$ cat config.mk
export PLATFORM = sky130hd
export DESIGN_NAME = revolution_mesh_index_gen
export DESIGN_NICKNAME = d
export VERILOG_FILES = /design/src/hdl/rmig_pkg.sv /design/src/hdl/revolution_mesh_index_gen.sv /design/src/hdl/rmig_regs.sv /design/src/hdl/rmig_walk.sv
export SDC_FILE = /design/constraint.sdc
export NUM_CORES = 1
export LEC_CHECK = 0
export ABC_CLOCK_PERIOD_IN_PS = 13720
export BUFFER_PORTS_ARGS = -buffer_cell sky130_fd_sc_hd__buf_2
export CORE_UTILIZATION = 55
export DETAILED_ROUTE_END_ITERATION = 12
export MAX_ROUTING_LAYER = met4
export PLACE_DENSITY = 0.74
export SLEW_MARGIN = 20
export SYNTH_ARGS = -nofsm -noshare
export SYNTH_HDL_FRONTEND = slang
export SYNTH_HIERARCHICAL = 1
export SYNTH_SLANG_ARGS = --single-unit
$ cat constraint.sdc
create_clock -name clk_i -period 13.72 [get_ports clk_i]
set_input_delay 0.686 -clock clk_i [delete_from_list [all_inputs] [get_ports clk_i]]
set_output_delay 0.686 -clock clk_i [all_outputs]
set_load 0.01 [all_outputs]
$ cat src/hdl/rmig_pkg.sv
// Shared types and constants for the surface-of-revolution index generator.
// No dependencies; imported by every module of the block.
`default_nettype none

package rmig_pkg;

  localparam int unsigned DataW   = 32;
  localparam int unsigned AddrW   = 4;
  localparam int unsigned CountW  = 11;
  localparam int unsigned FieldW  = 2;
  localparam logic [DataW-1:0] RestartMark = 32'hFFFF_FFFF;

  // Register indexes, taken from paddr[3:2].
  typedef enum logic [1:0] {
    REG_PART   = 2'd0,
    REG_KIND   = 2'd1,
    REG_SLICES = 2'd2,
    REG_RINGS  = 2'd3
  } reg_e;

  typedef enum logic [1:0] {
    PART_BOTTOM = 2'd0,
    PART_TOP    = 2'd1,
    PART_BODY   = 2'd2
  } part_e;

  typedef enum logic [1:0] {
    KIND_TRI   = 2'd0,
    KIND_CLOUD = 2'd1,
    KIND_WIRE  = 2'd2
  } kind_e;

  // Wireframe lists walk the outline first, then the cross lines.
  typedef enum logic [1:0] {
    PH_FIRST  = 2'd0,
    PH_MARK   = 2'd1,
    PH_SECOND = 2'd2
  } phase_e;

  typedef struct packed {
    part_e part;
    kind_e kind;
    logic  clear;
  } mode_t;

endpackage

`default_nettype wire

$ cat src/hdl/revolution_mesh_index_gen.sv
// Index list generator for a surface of revolution. Each accepted request
// yields one index in the result register on the next cycle.
// It returns one index per cycle while out_ready_i is high; the output register is refilled in the
// same cycle it is taken, so requests and results stream back to back.
// Reset returns the registers to their defaults and clears the walk at once.
`default_nettype none

module revolution_mesh_index_gen #(
  parameter int unsigned MAX_SLICES = 1024,
  parameter int unsigned MAX_RINGS  = 1024
) (
  input  wire logic                        clk_i,
  input  wire logic                        rst_ni,
  input  wire logic                        psel,
  input  wire logic                        penable,
  input  wire logic                        pwrite,
  input  wire logic [rmig_pkg::AddrW-1:0]  paddr,
  input  wire logic [rmig_pkg::DataW-1:0]  pwdata,
  output logic      [rmig_pkg::DataW-1:0]  prdata,
  output logic                             pready,
  input  wire logic                        in_valid_i,
  output logic                             in_ready_o,
  input  wire logic                        restart_list_i,
  output logic                             out_valid_o,
  input  wire logic                        out_ready_i,
  output logic      [rmig_pkg::DataW-1:0]  index_value_o,
  output logic                             is_restart_o,
  output logic                             list_end_o
);
  import rmig_pkg::*;

  localparam int unsigned IW = $clog2(MAX_RINGS * (MAX_SLICES + 1));

  mode_t               mode;
  logic [CountW-1:0]   slice_count;
  logic [CountW-1:0]   ring_count;
  logic                accept;
  logic [IW-1:0]       index;
  logic                marker;
  logic                last;

  logic                valid_q, valid_d;
  logic [DataW-1:0]    value_q, value_d;
  logic                mark_q, mark_d;
  logic                end_q, end_d;

  rmig_regs u_regs (
    .clk_i         (clk_i),
    .rst_ni        (rst_ni),
    .psel          (psel),
    .penable       (penable),
    .pwrite        (pwrite),
    .paddr         (paddr),
    .pwdata        (pwdata),
    .prdata        (prdata),
    .pready        (pready),
    .mode_o        (mode),
    .slice_count_o (slice_count),
    .ring_count_o  (ring_count)
  );

  rmig_walk #(
    .MAX_SLICES (MAX_SLICES),
    .MAX_RINGS  (MAX_RINGS),
    .IW         (IW)
  ) u_walk (
    .clk_i         (clk_i),
    .rst_ni        (rst_ni),
    .mode_i        (mode),
    .slice_count_i (slice_count),
    .ring_count_i  (ring_count),
    .step_i        (accept),
    .restart_i     (restart_list_i),
    .index_o       (index),
    .marker_o      (marker),
    .last_o        (last)
  );

  // A new request is taken whenever the result register is empty or is being
  // emptied by a transfer in the same cycle.
  assign in_ready_o = !valid_q || out_ready_i;
  assign accept     = in_valid_i && in_ready_o;

  always_comb begin
    valid_d = valid_q;
    value_d = value_q;
    mark_d  = mark_q;
    end_d   = end_q;
    if (accept) begin
      valid_d = 1'b1;
      value_d = marker ? RestartMark : DataW'(index);
      mark_d  = marker;
      end_d   = last;
    end else if (out_ready_i) begin
      valid_d = 1'b0;
    end
  end

  always_ff @(posedge clk_i or negedge rst_ni) begin
    if (!rst_ni) begin
      valid_q <= 1'b0;
    end else begin
      valid_q <= valid_d;
    end
  end

  always_ff @(posedge clk_i) begin
    value_q <= value_d;
    mark_q  <= mark_d;
    end_q   <= end_d;
  end

  assign out_valid_o   = valid_q;
  assign index_value_o = value_q;
  assign is_restart_o  = mark_q;
  assign list_end_o    = end_q;

endmodule

`default_nettype wire

$ cat src/hdl/rmig_regs.sv
// APB-style configuration registers of the index generator.
// Depends on rmig_pkg for register indexes and the mode struct.
`default_nettype none

module rmig_regs (
  input  wire logic                          clk_i,
  input  wire logic                          rst_ni,
  input  wire logic                          psel,
  input  wire logic                          penable,
  input  wire logic                          pwrite,
  input  wire logic [rmig_pkg::AddrW-1:0]    paddr,
  input  wire logic [rmig_pkg::DataW-1:0]    pwdata,
  output logic      [rmig_pkg::DataW-1:0]    prdata,
  output logic                               pready,
  output rmig_pkg::mode_t                    mode_o,
  output logic      [rmig_pkg::CountW-1:0]   slice_count_o,
  output logic      [rmig_pkg::CountW-1:0]   ring_count_o
);
  import rmig_pkg::*;

  logic [FieldW-1:0] part_q, part_d;
  logic [FieldW-1:0] kind_q, kind_d;
  logic [CountW-1:0] slice_q, slice_d;
  logic [CountW-1:0] ring_q, ring_d;
  logic              wr_en;
  reg_e              idx;

  assign pready = 1'b1;
  assign wr_en  = psel & penable & pwrite;
  assign idx    = reg_e'(paddr[3:2]);

  always_comb begin
    part_d  = part_q;
    kind_d  = kind_q;
    slice_d = slice_q;
    ring_d  = ring_q;
    if (wr_en) begin
      unique case (idx)
        REG_PART:   part_d  = pwdata[FieldW-1:0];
        REG_KIND:   kind_d  = pwdata[FieldW-1:0];
        REG_SLICES: slice_d = pwdata[CountW-1:0];
        REG_RINGS:  ring_d  = pwdata[CountW-1:0];
        default:    part_d  = part_q;
      endcase
    end
  end

  always_ff @(posedge clk_i or negedge rst_ni) begin
    if (!rst_ni) begin
      part_q  <= FieldW'(PART_BOTTOM);
      kind_q  <= FieldW'(KIND_TRI);
      slice_q <= CountW'(16);
      ring_q  <= CountW'(2);
    end else begin
      part_q  <= part_d;
      kind_q  <= kind_d;
      slice_q <= slice_d;
      ring_q  <= ring_d;
    end
  end

  always_comb begin
    unique case (idx)
      REG_PART:   prdata = DataW'(part_q);
      REG_KIND:   prdata = DataW'(kind_q);
      REG_SLICES: prdata = DataW'(slice_q);
      REG_RINGS:  prdata = DataW'(ring_q);
      default:    prdata = '0;
    endcase
  end

  // Codes above the last part or kind fall back to body grid and wireframe.
  always_comb begin
    mode_o.part  = (part_q >= FieldW'(PART_BODY)) ? PART_BODY : part_e'(part_q);
    mode_o.kind  = (kind_q >= FieldW'(KIND_WIRE)) ? KIND_WIRE : kind_e'(kind_q);
    mode_o.clear = wr_en;
  end

  assign slice_count_o = slice_q;
  assign ring_count_o  = ring_q;

endmodule

`default_nettype wire

$ cat src/hdl/rmig_walk.sv
// Walk state and index computation for one list of the surface of revolution.
// Depends on rmig_pkg; driven by the configuration registers and the top level.
`default_nettype none

module rmig_walk #(
  parameter int unsigned MAX_SLICES = 1024,
  parameter int unsigned MAX_RINGS  = 1024,
  parameter int unsigned IW         = 21
) (
  input  wire logic                        clk_i,
  input  wire logic                        rst_ni,
  input  wire rmig_pkg::mode_t             mode_i,
  input  wire logic [rmig_pkg::CountW-1:0] slice_count_i,
  input  wire logic [rmig_pkg::CountW-1:0] ring_count_i,
  input  wire logic                        step_i,
  input  wire logic                        restart_i,
  output logic      [IW-1:0]               index_o,
  output logic                             marker_o,
  output logic                             last_o
);
  import rmig_pkg::*;

  localparam int unsigned SW  = $clog2(MAX_SLICES + 2);
  localparam int unsigned RW  = $clog2(MAX_RINGS);
  localparam int unsigned RCW = $clog2(MAX_RINGS + 1);

  phase_e          phase_q, phase_d, cur_phase;
  logic [SW-1:0]   slice_q, slice_d, cur_s;
  logic [RW-1:0]   ring_q, ring_d, cur_i;
  logic [2:0]      group_q, group_d, cur_g;
  logic [IW-1:0]   base_q, base_d, cur_b;

  logic [SW-1:0]   sz_s, sz_sm1;
  logic [RCW-1:0]  sz_r;
  logic [RW-1:0]   rm1, rm2;
  logic [IW-1:0]   sx, s1x, bigs, nb;
  logic            bottom;

  always_comb begin
    if (slice_count_i == '0) begin
      sz_s = SW'(1);
    end else if (32'(slice_count_i) > MAX_SLICES) begin
      sz_s = SW'(MAX_SLICES);
    end else begin
      sz_s = SW'(slice_count_i);
    end
    if (ring_count_i < CountW'(2)) begin
      sz_r = RCW'(2);
    end else if (32'(ring_count_i) > MAX_RINGS) begin
      sz_r = RCW'(MAX_RINGS);
    end else begin
      sz_r = RCW'(ring_count_i);
    end
  end

  assign sz_sm1 = sz_s - SW'(1);
  assign rm1    = RW'(sz_r - RCW'(1));
  assign rm2    = RW'(sz_r - RCW'(2));

  // A restart request makes this transfer see a freshly cleared walk.
  assign cur_phase = restart_i ? PH_FIRST : phase_q;
  assign cur_s     = restart_i ? '0 : slice_q;
  assign cur_i     = restart_i ? '0 : ring_q;
  assign cur_g     = restart_i ? '0 : group_q;
  assign cur_b     = restart_i ? '0 : base_q;

  assign sx     = IW'(cur_s);
  assign bigs   = IW'(sz_s);
  assign s1x    = bigs + IW'(1);
  assign nb     = cur_b + s1x;
  assign bottom = (mode_i.part == PART_BOTTOM);

  always_comb begin
    index_o  = '0;
    marker_o = 1'b0;
    last_o   = 1'b0;
    phase_d  = cur_phase;
    slice_d  = cur_s;
    ring_d   = cur_i;
    group_d  = cur_g;
    base_d   = cur_b;

    unique case (mode_i.kind)
      KIND_TRI: begin
        if (mode_i.part == PART_BODY) begin
          case (cur_g)
            3'd0:    index_o = cur_b + sx;
            3'd1:    index_o = cur_b + sx + IW'(1);
            3'd2:    index_o = nb + sx;
            3'd4:    index_o = cur_b + sx + IW'(1);
            3'd5:    index_o = nb + sx + IW'(1);
            3'd6:    index_o = nb + sx;
            default: marker_o = 1'b1;
          endcase
          last_o = (cur_s == sz_sm1) && (cur_i == rm2) && (cur_g == 3'd7);
          if (cur_g != 3'd7) begin
            group_d = cur_g + 3'd1;
          end else begin
            group_d = '0;
            if (cur_i < rm2) begin
              ring_d = cur_i + RW'(1);
              base_d = nb;
            end else begin
              ring_d  = '0;
              base_d  = '0;
              slice_d = cur_s + SW'(1);
            end
          end
        end else begin
          case (cur_g[1:0])
            2'd0:    index_o = bottom ? '0 : s1x;
            2'd1:    index_o = bottom ? sx + IW'(2) : sx;
            2'd2:    index_o = sx + IW'(1);
            default: marker_o = 1'b1;
          endcase
          last_o = (cur_s == sz_sm1) && (cur_g[1:0] == 2'd3);
          if (cur_g[1:0] != 2'd3) begin
            group_d = {1'b0, cur_g[1:0] + 2'd1};
          end else begin
            group_d = '0;
            slice_d = cur_s + SW'(1);
          end
        end
      end

      KIND_CLOUD: begin
        if (mode_i.part == PART_BODY) begin
          index_o = cur_b + sx;
          last_o  = (cur_i == rm1) && (cur_s == sz_s);
          if (cur_s < sz_s) begin
            slice_d = cur_s + SW'(1);
          end else begin
            slice_d = '0;
            ring_d  = cur_i + RW'(1);
            base_d  = nb;
          end
        end else begin
          index_o = sx;
          last_o  = (cur_s == sz_s + SW'(1));
          slice_d = cur_s + SW'(1);
        end
      end

      default: begin
        if (mode_i.part == PART_BODY) begin
          if (cur_phase == PH_FIRST) begin
            case (cur_g)
              3'd0:    index_o = cur_b + sx;
              3'd1:    index_o = cur_b + sx + IW'(1);
              default: marker_o = 1'b1;
            endcase
            if (cur_g < 3'd2) begin
              group_d = cur_g + 3'd1;
            end else begin
              group_d = '0;
              if (cur_s < sz_sm1) begin
                slice_d = cur_s + SW'(1);
              end else begin
                slice_d = '0;
                if (cur_i < rm1) begin
                  ring_d = cur_i + RW'(1);
                  base_d = nb;
                end else begin
                  ring_d  = '0;
                  base_d  = '0;
                  phase_d = PH_MARK;
                end
              end
            end
          end else begin
            case (cur_g)
              3'd0:    index_o = cur_b + sx;
              3'd1:    index_o = nb + sx;
              default: marker_o = 1'b1;
            endcase
            last_o = (cur_s == sz_sm1) && (cur_i == rm2) && (cur_g >= 3'd2);
            if (cur_g < 3'd2) begin
              group_d = cur_g + 3'd1;
            end else begin
              group_d = '0;
              if (cur_i < rm2) begin
                ring_d = cur_i + RW'(1);
                base_d = nb;
              end else begin
                ring_d  = '0;
                base_d  = '0;
                slice_d = cur_s + SW'(1);
              end
            end
          end
        end else begin
          case (cur_phase)
            PH_FIRST: begin
              index_o = bottom ? sx + IW'(1) : sx;
              if (cur_s < sz_s) begin
                slice_d = cur_s + SW'(1);
              end else begin
                slice_d = '0;
                phase_d = PH_MARK;
              end
            end
            PH_MARK: begin
              marker_o = 1'b1;
              phase_d  = PH_SECOND;
            end
            default: begin
              case (cur_g)
                3'd0:    index_o = bottom ? '0 : s1x;
                3'd1:    index_o = bottom ? sx + IW'(1) : sx;
                default: marker_o = 1'b1;
              endcase
              last_o = (cur_s == sz_s) && (cur_g >= 3'd2);
              if (cur_g < 3'd2) begin
                group_d = cur_g + 3'd1;
              end else begin
                group_d = '0;
                slice_d = cur_s + SW'(1);
              end
            end
          endcase
        end
      end
    endcase

    if (last_o || mode_i.clear) begin
      phase_d = PH_FIRST;
      slice_d = '0;
      ring_d  = '0;
      group_d = '0;
      base_d  = '0;
    end
  end

  always_ff @(posedge clk_i or negedge rst_ni) begin
    if (!rst_ni) begin
      phase_q <= PH_FIRST;
      slice_q <= '0;
      ring_q  <= '0;
      group_q <= '0;
      base_q  <= '0;
    end else if (step_i || mode_i.clear) begin
      phase_q <= phase_d;
      slice_q <= slice_d;
      ring_q  <= ring_d;
      group_q <= group_d;
      base_q  <= base_d;
    end
  end

endmodule

`default_nettype wire
**After elaboration in Yosys (flattened, before gate mapping)**

Index checks and enable logic that the tools add are counted.

- Flip-flop bits (word level): 108

- $add $sub $neg: 16
- $lt $le $gt $ge: 11
- Eq/ne operators: 22
- Muxes and demuxes: 100
- Bitwise logic cells: 2
- Reductions and logical operators: 30

Operators with widths:

| kind | number |
|---|---|
| 2-to-1 mux 21 bit | 20 |
| case mux 21 bit (2 select lines) | 6 |
| 2-to-1 mux 11 bit | 16 |
| 2-to-1 mux 10 bit | 15 |
| case mux 32 bit (4 select lines) | 1 |
| case mux 21 bit (4 select lines) | 1 |
| case mux 21 bit (3 select lines) | 1 |
| case mux 11 bit (2 select lines) | 2 |
| adder 21 x 1 -> 21 bit, second input constant | 2 |
| adder 21 x 11 -> 21 bit | 2 |
| equality test 11 bit | 3 |
| 2-to-1 mux 32 bit | 1 |
| adder 11 x 1 -> 12 bit, second input constant | 2 |
| 2-to-1 mux 2 bit | 12 |
| adder 11 x 1 -> 11 bit, second input constant | 2 |
| > comparator 11 bit, second input constant | 2 |
| less-than comparator 11 bit | 2 |
| adder 21 bit | 1 |
| 2-to-1 mux 3 bit | 7 |
| equality test 10 bit | 2 |
| less-than comparator 10 bit | 2 |
| case mux 10 bit (2 select lines) | 1 |
| adder 11 x 2 -> 12 bit, second input constant | 1 |
| equality test 3 bit, second input constant | 4 |
| 32 further kinds | 73 |

**Longest topological paths before layout**

Gate-level depths: netlist of the first run.

- Word-level depth: 12
- Depth in mapped cells: 31

**Cells and area by module**

Netlist of the first run, hierarchy kept.

By module, submodules not included:

| module | instances | cells an instance | area each (µm²) |
|---|---|---|---|
| rmig_walk | 1 | 2055 | 13407.9 |
| rmig_regs | 1 | 112 | 1456.4 |
| revolution_mesh_index_gen | 1 | 61 | 958.4 |

**Least setup slack after synthesis of the first run**

OpenSTA, ideal clock, no wires.

- Kind: register to register
- From: reg u_regs.slice_q[3] (netlist: u_regs/slice_count_o[3])
- To: reg value_q[19] (netlist: index_value_o[19]) (data pin)
- Setup time: 259 ps
- Arrival: 6453 ps
- Required time: 13461 ps
- Setup slack: 7008 ps
- Stages on the path, launching flop included: 27
- Buffers on the path: 1
- Period minus slack after synthesis: 6712 ps
- Cell sequence: dfrtp_1 -> buf_2 -> or4_4 -> nor4_2 -> and2b_1 -> a21oi_1 -> nor2_1 -> inv_1 -> ha_1 -> fa_1 -> a21oi_1 -> o21bai_1 -> xnor2_1 -> inv_1 -> ha_1 -> a21oi_1 -> nand2_1 -> or4_1 -> nand2_1 -> xor2_1 -> or4_1 -> a211o_1 -> nand2b_1 -> nor3_1 -> xor2_1 -> a2111o_1 -> or2_1

- Cells in the longest elaborated chain, start to end: 10

RTL lines:

| item | line | source |
|---|---|---|
| start, declared | rmig_regs.sv:23 | `logic [CountW-1:0] slice_q, slice_d;` |
| start signal, assigned | rmig_regs.sv:52 | `slice_q <= CountW'(16);` |
| start signal, assigned | rmig_regs.sv:57 | `slice_q <= slice_d;` |
| > comparator 11 bit | rmig_walk.sv:42 | `end else if (32'(slice_count_i) > MAX_SLICES) begin` |
| 2-to-1 mux 11 bit | rmig_walk.sv:42 |  |
| 2-to-1 mux 11 bit (*) | rmig_walk.sv:40 | `if (slice_count_i == '0) begin` |
| adder 11 x 1 -> 12 bit (*) | rmig_walk.sv:69 | `assign s1x = bigs + IW'(1);` |
| adder 21 bit (*) | rmig_walk.sv:70 | `assign nb = cur_b + s1x;` |
| adder 21 x 11 -> 21 bit (*) | - |  |
| adder 21 x 1 -> 21 bit or case mux 21 bit (2 select lines) (tied branches) | rmig_walk.sv:91, rmig_walk.sv:171 |  |
| case mux 21 bit (4 select lines) or 2-to-1 mux 21 bit (tied branches) | rmig_walk.sv:86, rmig_walk.sv:146 |  |
| 2-to-1 mux 21 bit, on equally long branches | rmig_walk.sv:85, rmig_walk.sv:145 |  |
| case mux 21 bit (2 select lines) (*) | rmig_walk.sv:83 | `unique case (mode_i.kind)` |
| named net index[19] | revolution_mesh_index_gen.sv:38 | `logic [IW-1:0] index;` |
| end signal, assigned | revolution_mesh_index_gen.sv:108 | `value_q <= value_d;` |
| end, declared | revolution_mesh_index_gen.sv:43 | `logic [DataW-1:0] value_q, value_d;` |

Mark *: on every way through the listed nets, which the timed path passes. The rest lies on a longest branch.
A chain may end at the register's enable or synchronous reset.

**Worst setup path in the final report of the first run**

- From: reg u_regs.slice_q[2] (netlist: u_regs/slice_count_o[2])
- To: reg value_q[19] (netlist: index_value_o[19]) (data pin)

Same word-level chain as after synthesis.

==> results of run 1 <==
[placed cells by master (no fill, tap or decap), drive strengths merged, types with 12 or more instances in the layout]
master	count
a211oi	44
a31oi	25
a32oi	12
and2	19
nor3	47
o31ai	20
o2111ai	12
nand3	76
nand2	283
mux2i	15
and3	19
inv	60
a21o	18
a22oi	21
nor4	12
buf	107
nor2	197
xnor2	121
o21ai	175
xor2	42
mux2	27
or3	15
a21oi	164
conb	23
o211ai	38
o21a	21
nand4	23
dfrtp	72
edfxtp	23
a221oi	33
ha	92
nor2b	51
o311ai	18
nand2b	23
or2	32
o221ai	30
[state kept, by name, indices dropped and copies added (netlist names)]
register and count:
u_walk/phase_q 2, u_regs/ring_count_o 11, u_regs/slice_count_o 11, list_end_o 1
u_walk/slice_q 11, u_walk/base_q 21, u_regs/kind_q 2, u_walk/group_q 3
out_valid_o 1, index_value_o 22, u_walk/ring_q 10, u_regs/part_q 2
[stage by stage]
stage               setup slack [ns]  hold slack, ns
floorplan                       7.01           0.390
global placement                5.85           0.456
detailed placement              5.74           0.465
CTS                             5.65           0.117
global route                    4.95           0.119
finish                          5.36           0.117
[worst reg2reg max path, cell delays in order (launching register included)]
cell and delay, ns:
dfrtp_1 0.49, or4_4 0.61, nor4_2 0.24, and2b_1 0.25, a21oi_1 0.09, nor2_1 0.48, ha_1 0.33, nand3_1 0.11
xor2_1 0.17, a21oi_2 0.42, ha_1 0.38, a21oi_1 0.25, nand2_1 0.17, nor2_1 0.34, xnor2_1 0.20, ha_1 0.44
o21ai_0 0.16, a21boi_0 0.34, a311oi_2 0.26, nand2b_1 0.24, or3_1 0.45, xnor2_1 0.47, nand2_1 0.20, nor3_1 0.28
xor2_1 0.11, a2111o_1 0.42, or2_1 0.20
[cell families (layout without fill, tap and decap cells)]
logic type | after synthesis | after routing | synth area share
muxes | 44 | 44 | 0.0339
other | 3 | 24 | 0.000712
and+or+nand+nor | 836 | 836 | 0.252
buffers and inverters | 261 | 183 | 0.0739
xor gates and xnor gates | 163 | 163 | 0.0902
adders and majority gates | 95 | 95 | 0.0765
AOI/OAI and AO/OA | 729 | 729 | 0.311
DFF | 97 | 97 | 0.161
[layer usage]
metal,vias up,track usage,share of wire
met5,-,-,0
met4,0,0.235,0.061
met3,274,0.0909,0.13
met2,1351,0.614,0.42
met1,8395,0.523,0.38
li1,8021,-,-
[power breakdown]
group,switching (mW),internal [mW]
combinational,1.14,0.584
clock,0.153,0.131
sequential,0.0888,0.378
[worst max-delay path by stage]
stage / start / end / slack, ns / cells past startpoint
floorplan: u_regs/slice_count_o[3]$_DFFE_PN0P_ / index_value_o[19]$_SDFFCE_PP1P_ / 7.01 / 26
global placement: u_regs/slice_count_o[3]$_DFFE_PN0P_ / index_value_o[19]$_SDFFCE_PP1P_ / 5.85 / 26
detailed placement: u_regs/slice_count_o[3]$_DFFE_PN0P_ / index_value_o[19]$_SDFFCE_PP1P_ / 5.74 / 26
CTS: u_regs/slice_count_o[2]$_DFFE_PN0P_ / index_value_o[19]$_SDFFCE_PP1P_ / 5.65 / 26
global route: u_regs/slice_count_o[3]$_DFFE_PN0P_ / index_value_o[19]$_SDFFCE_PP1P_ / 4.95 / 26
finish: u_regs/slice_count_o[2]$_DFFE_PN0P_ / index_value_o[19]$_SDFFCE_PP1P_ / 5.36 / 26
[final cells by class]
cell class                 count  area (um^2)  area share
clock buffer                   9          225      0.0137
sequential                    97         2550       0.155
inverter                      60          225      0.0137
tap                          378          473      0.0288
antenna                        1         2.50    0.000152
multi-input combinational   1890        12200       0.745
clock inverter                 7         78.8     0.00480
timing repair buffer         107          638      0.0389
==> flow_summary.yaml, run 1 <==
outcome:
  status: "finished, final reports clean"
critical_path:
  crit_path_start_kind: "flop"
  critPathKind: "flop to flop"
  slowest_delay_ns: 0.61
  cp.arrival_ns: 8.49
  cp_top_family: "simple AND/OR/NAND/NOR gates"
  cpMostUsedCell: "ha_1"
  timing.rr.end: "index_value_o[19]$_SDFFCE_PP1P_"
  cp-end-kind: "flop"
  critPathBufInv: 0
  rr_worst_depth: 26
  worstPathRequired_ns: 13.85
  reg2reg_slack_ns: 5.36
  worstPathMaxFanout: 7
  cpMaxStageDelayCell: "or4_4"
  rr_startpoint: "u_regs/slice_count_o[2]$_DFFE_PN0P_"
cts:
  path_clk_slew_ns: 0.09
  cts_sinks: 97
  post_cts_resized: 0
  cts_tree: "yes"
  ctsLongestPathBuffers: 2
  post_cts_buffers: 0
  h-tree-depth: 3
  numCtsBuffers: 9
  cts-root-buf: "clkbuf_16"
  ctsHoldBuffers: 0
  insertion_delay_ns: 0.38
timing:
  finalSetupTns_ns: 0
  clock_skew_ns: 0.0131
  period_share: 0.610
  final-setup-viol-count: 0
  slew_headroom: 0.317
  max_freq_ghz: 0.120
  grt_setup_unrepaired: "false"
  maxSlewViolCount: 0
  tightestPinTransition_ns: 1.02
  finalHoldViolCount: 0
  period_needed_ns: 8.36
finish:
  fin_nets: 2304
  design_area_um2: 16400
  stdcell_count: 2549
  utilization: 0.586
  fillers: 2682
  area_delta_synth_final_pct: 3.79
  drive_above_1_share: 0.0935
global_route:
  grt_max_degree: 77
  track_usage: 0.416
  grt_overflow: 0
  grt_pass1_vias: 16334
  grt_antenna_before_repair: 1
  grt_pass1_wl_mm: 91.8
placed_design:
  dpl-instance-area_um2: 16100
  hpwlAfterDp_mm: 42.4
  gp_congestion: 1.06
  portBuffers: 67
  placed_cells: 2532
floorplanning:
  initial_core_util: 0.565
  placementRows: 61
  coreArea_um2: 28000
  die-area_um2: 29500
  die_x_um: 172
  die_h_um: 172
  ios: 113
synth:
  synth_edf_count: 23
  synth_common_cells: "nand2_1, nor2_1, a21oi_1, o21ai_0, clkbuf_1"
  synth_top_area_frac: 0.114
  ys_seq_elements: 97
  syn_inst: 2228
  yosys.cell_types.count: 97
  ys.flop_type: "dfrtp_1"
  netlist_area_um2: 15800
  syn_area_per_cell_um2: 7.10
  synth_most_common_cell: "nand2_1"
  yosysWarnings: 6
  synth_area_leaders: "dfrtp_1, ha_1, nand2_1, xnor2_1, a21oi_1"
  yosysSeqAreaShare: 0.161
  synth_area_leader_cell: "dfrtp_1"
  synth-async-reset-ratio: 0.763
detailed_routing:
  vias: 18041
  vias_per_cell: 7.08
  avgRoutedWirePerCell_um: 23.6
  wl_mm: 60.3
  drcViolationCount: 0
  drtIter0Drc: 2766
  first_pass_iters: 7
  drt.antenna.violating_nets: 0
pwr:
  power_density_nw_per_um2: 151
  power_mw: 2.47
  p_leak_nw: 6.42
  ir_drop_mv: 0.0834
job:
  cap_viol_max_count: 0
hold_path:
  hp-class: "primary input to asynchronous set/reset pin"
Note: power is estimated with default switching activity, not from simulation.
==> inputs of run 2 (changes only) <==
--- a/config.mk
+++ b/config.mk
@@ -5,7 +5,7 @@
 export SDC_FILE = /design/constraint.sdc
 export NUM_CORES = 1
 export LEC_CHECK = 0
-export ABC_CLOCK_PERIOD_IN_PS = 13720
+export ABC_CLOCK_PERIOD_IN_PS = 8300
 export BUFFER_PORTS_ARGS = -buffer_cell sky130_fd_sc_hd__buf_2
 export CORE_UTILIZATION = 55
 export DETAILED_ROUTE_END_ITERATION = 12
==> constraint.sdc (replaced) <==
create_clock -name clk_i -period 8.3 [get_ports clk_i]
set_input_delay 0.415 -clock clk_i [delete_from_list [all_inputs] [get_ports clk_i]]
set_output_delay 0.415 -clock clk_i [all_outputs]
set_load 0.01 [all_outputs]
==> flow_summary.yaml, run 2 (synthesis results as in run 1) <==
outcome:
  status: "finished, final reports clean"
detailed_routing:
  avgRoutedWirePerCell_um: 24.9
  drtIter0Drc: 2523
  wl_mm: 63.6
  vias_per_cell: 7.05
  drt.antenna.violating_nets: 0
  first_pass_iters: 7
  drcViolationCount: 0
  vias: 18051
global_route:
  grt_antenna_before_repair: 1
  grt_pass1_wl_mm: 94.8
  grt_max_degree: 77
  track_usage: 0.436
  grt_overflow: 0
  grt_pass1_vias: 16415
finish:
  final_common_cell: "nand2_1"
  fin_nets: 2312
  design_area_um2: 16500
  utilization: 0.589
  largest_register_ffs: 22
  drive_above_1_share: 0.0969
  layout_common_cells: "nand2_1, nor2_1, a21oi_1"
  fillers: 2665
  area_delta_synth_final_pct: 4.28
critical_path:
  worstPathRequired_ns: 8.43
  cp.arrival_ns: 7.97
  crit_path_start_kind: "flop"
  cpMaxStageDelayCell: "or4_1"
  slowest_delay_ns: 0.63
  critPathKind: "flop to flop"
  worstPathMaxFanout: 10
  cp-end-kind: "flop"
floorplanning:
  die-area_um2: 29500
  placementRows: 61
  die_h_um: 172
  ios: 113
  initial_core_util: 0.565
  die_x_um: 172
  coreArea_um2: 28000
cts:
  numCtsBuffers: 9
  ctsLongestPathBuffers: 2
  cts_sinks: 97
  cts-root-buf: "clkbuf_16"
  post_cts_buffers: 0
  h-tree-depth: 3
  path_clk_slew_ns: 0.09
  insertion_delay_ns: 0.39
  cts_tree: "yes"
timing:
  period_share: 0.944
  tightestPinTransition_ns: 1.18
  finalHoldViolCount: 0
  holdWs_ns: 0.230
  finalSetupTns_ns: 0
  final-setup-viol-count: 0
  slew_headroom: 0.212
  max_freq_ghz: 0.128
  maxSlewViolCount: 0
  clock_skew_ns: 0.0182
  period_needed_ns: 7.84
  grt_setup_unrepaired: "false"
pwr:
  ir_drop_mv: 0.178
  power_density_nw_per_um2: 251
  power_mw: 4.13
  p_leak_nw: 6.47
placed_design:
  gp_congestion: 1.06
  dpl-instance-area_um2: 16200
  hpwlAfterDp_mm: 45.2
  portBuffers: 67
job:
  cap_viol_max_count: 0
hold_path:
  hp-class: "primary input to flop"
[run 2: critical path, delay by kind of cell (launching register included)]
kind,cells,cell delay [ns]
xor gates and xnor gates,4,0.99
DFF,1,0.50
AOI/OAI and AO/OA,6,1.41
and+or+nand+nor,11,3.40
buffers and inverters,2,0.29
adders and majority gates,3,0.99
[run 2: path summary, 6_finish.rpt]
check | startpoint | end | slack, ns | cells past startpoint
worst max-delay path | u_regs/slice_count_o[3]$_DFFE_PN0P_ | index_value_o[19]$_SDFFCE_PP1P_ | 0.46 | 26
worst min-delay path | in_valid_i | out_valid_o$_DFFE_PN0P_ | 0.23 | 2
worst max register to register | u_regs/slice_count_o[3]$_DFFE_PN0P_ | index_value_o[19]$_SDFFCE_PP1P_ | 0.46 | 26
worst min register to register | u_walk/base_q[20]$_DFFE_PN0P_ | u_walk/base_q[20]$_DFFE_PN0P_ | 0.48 | 2
max in group asynchronous | rst_ni | u_regs/kind_q[1]$_DFFE_PN0P_ | 6.68 | 3
min in group asynchronous | rst_ni | u_walk/base_q[17]$_DFFE_PN0P_ | 0.45 | 2
[run 2: metal layers]
| layer | vias to the layer above | wire length (um) | share of wire | global-route usage |
|---|---|---|---|---|
| li1 | 8039 | - | - | - |
| met1 | 8479 | 25200 | 0.40 | 0.553 |
| met2 | 1288 | 26800 | 0.42 | 0.645 |
| met3 | 245 | 8050 | 0.13 | 0.0932 |
| met4 | 0 | 3560 | 0.056 | 0.234 |
| met5 | - | 0 | 0 | - |
[run 2: through the flow]
stage | instances | setup slack (ns)
after floorplan | 2248 | 1.59
after global placement | 2539 | 0.715
after detailed placement | 2539 | 0.581
after CTS | 2556 | 0.554
after global routing | 2557 | 0.0351
final | 2559 | 0.462
[run 2: area by class of cell]
cell class	count	area, um^2	share of cell area
Antenna cell	3	7.51	0.000455
Multi-Input combinational cell	1890	12200	0.742
Inverter	60	225	0.0136
Timing Repair Buffer	115	701	0.0425
Clock buffer	9	225	0.0136
Sequential cell	97	2550	0.154
Tap cell	378	473	0.0287
Clock inverter	7	81.3	0.00493
[run 2: timing repair]
action	in CTS	in global routing
setup endpoints to repair	0	1
gates resized for setup	0	1
hold buffers	1	0
endpoints found under the hold margin	17	0
[run 2: power by group]
part | internal [mW] | switching (mW) | total (mW)
registers | 0.625 | 0.153 | 0.778
logic | 0.974 | 1.91 | 2.89
clock network | 0.218 | 0.252 | 0.469
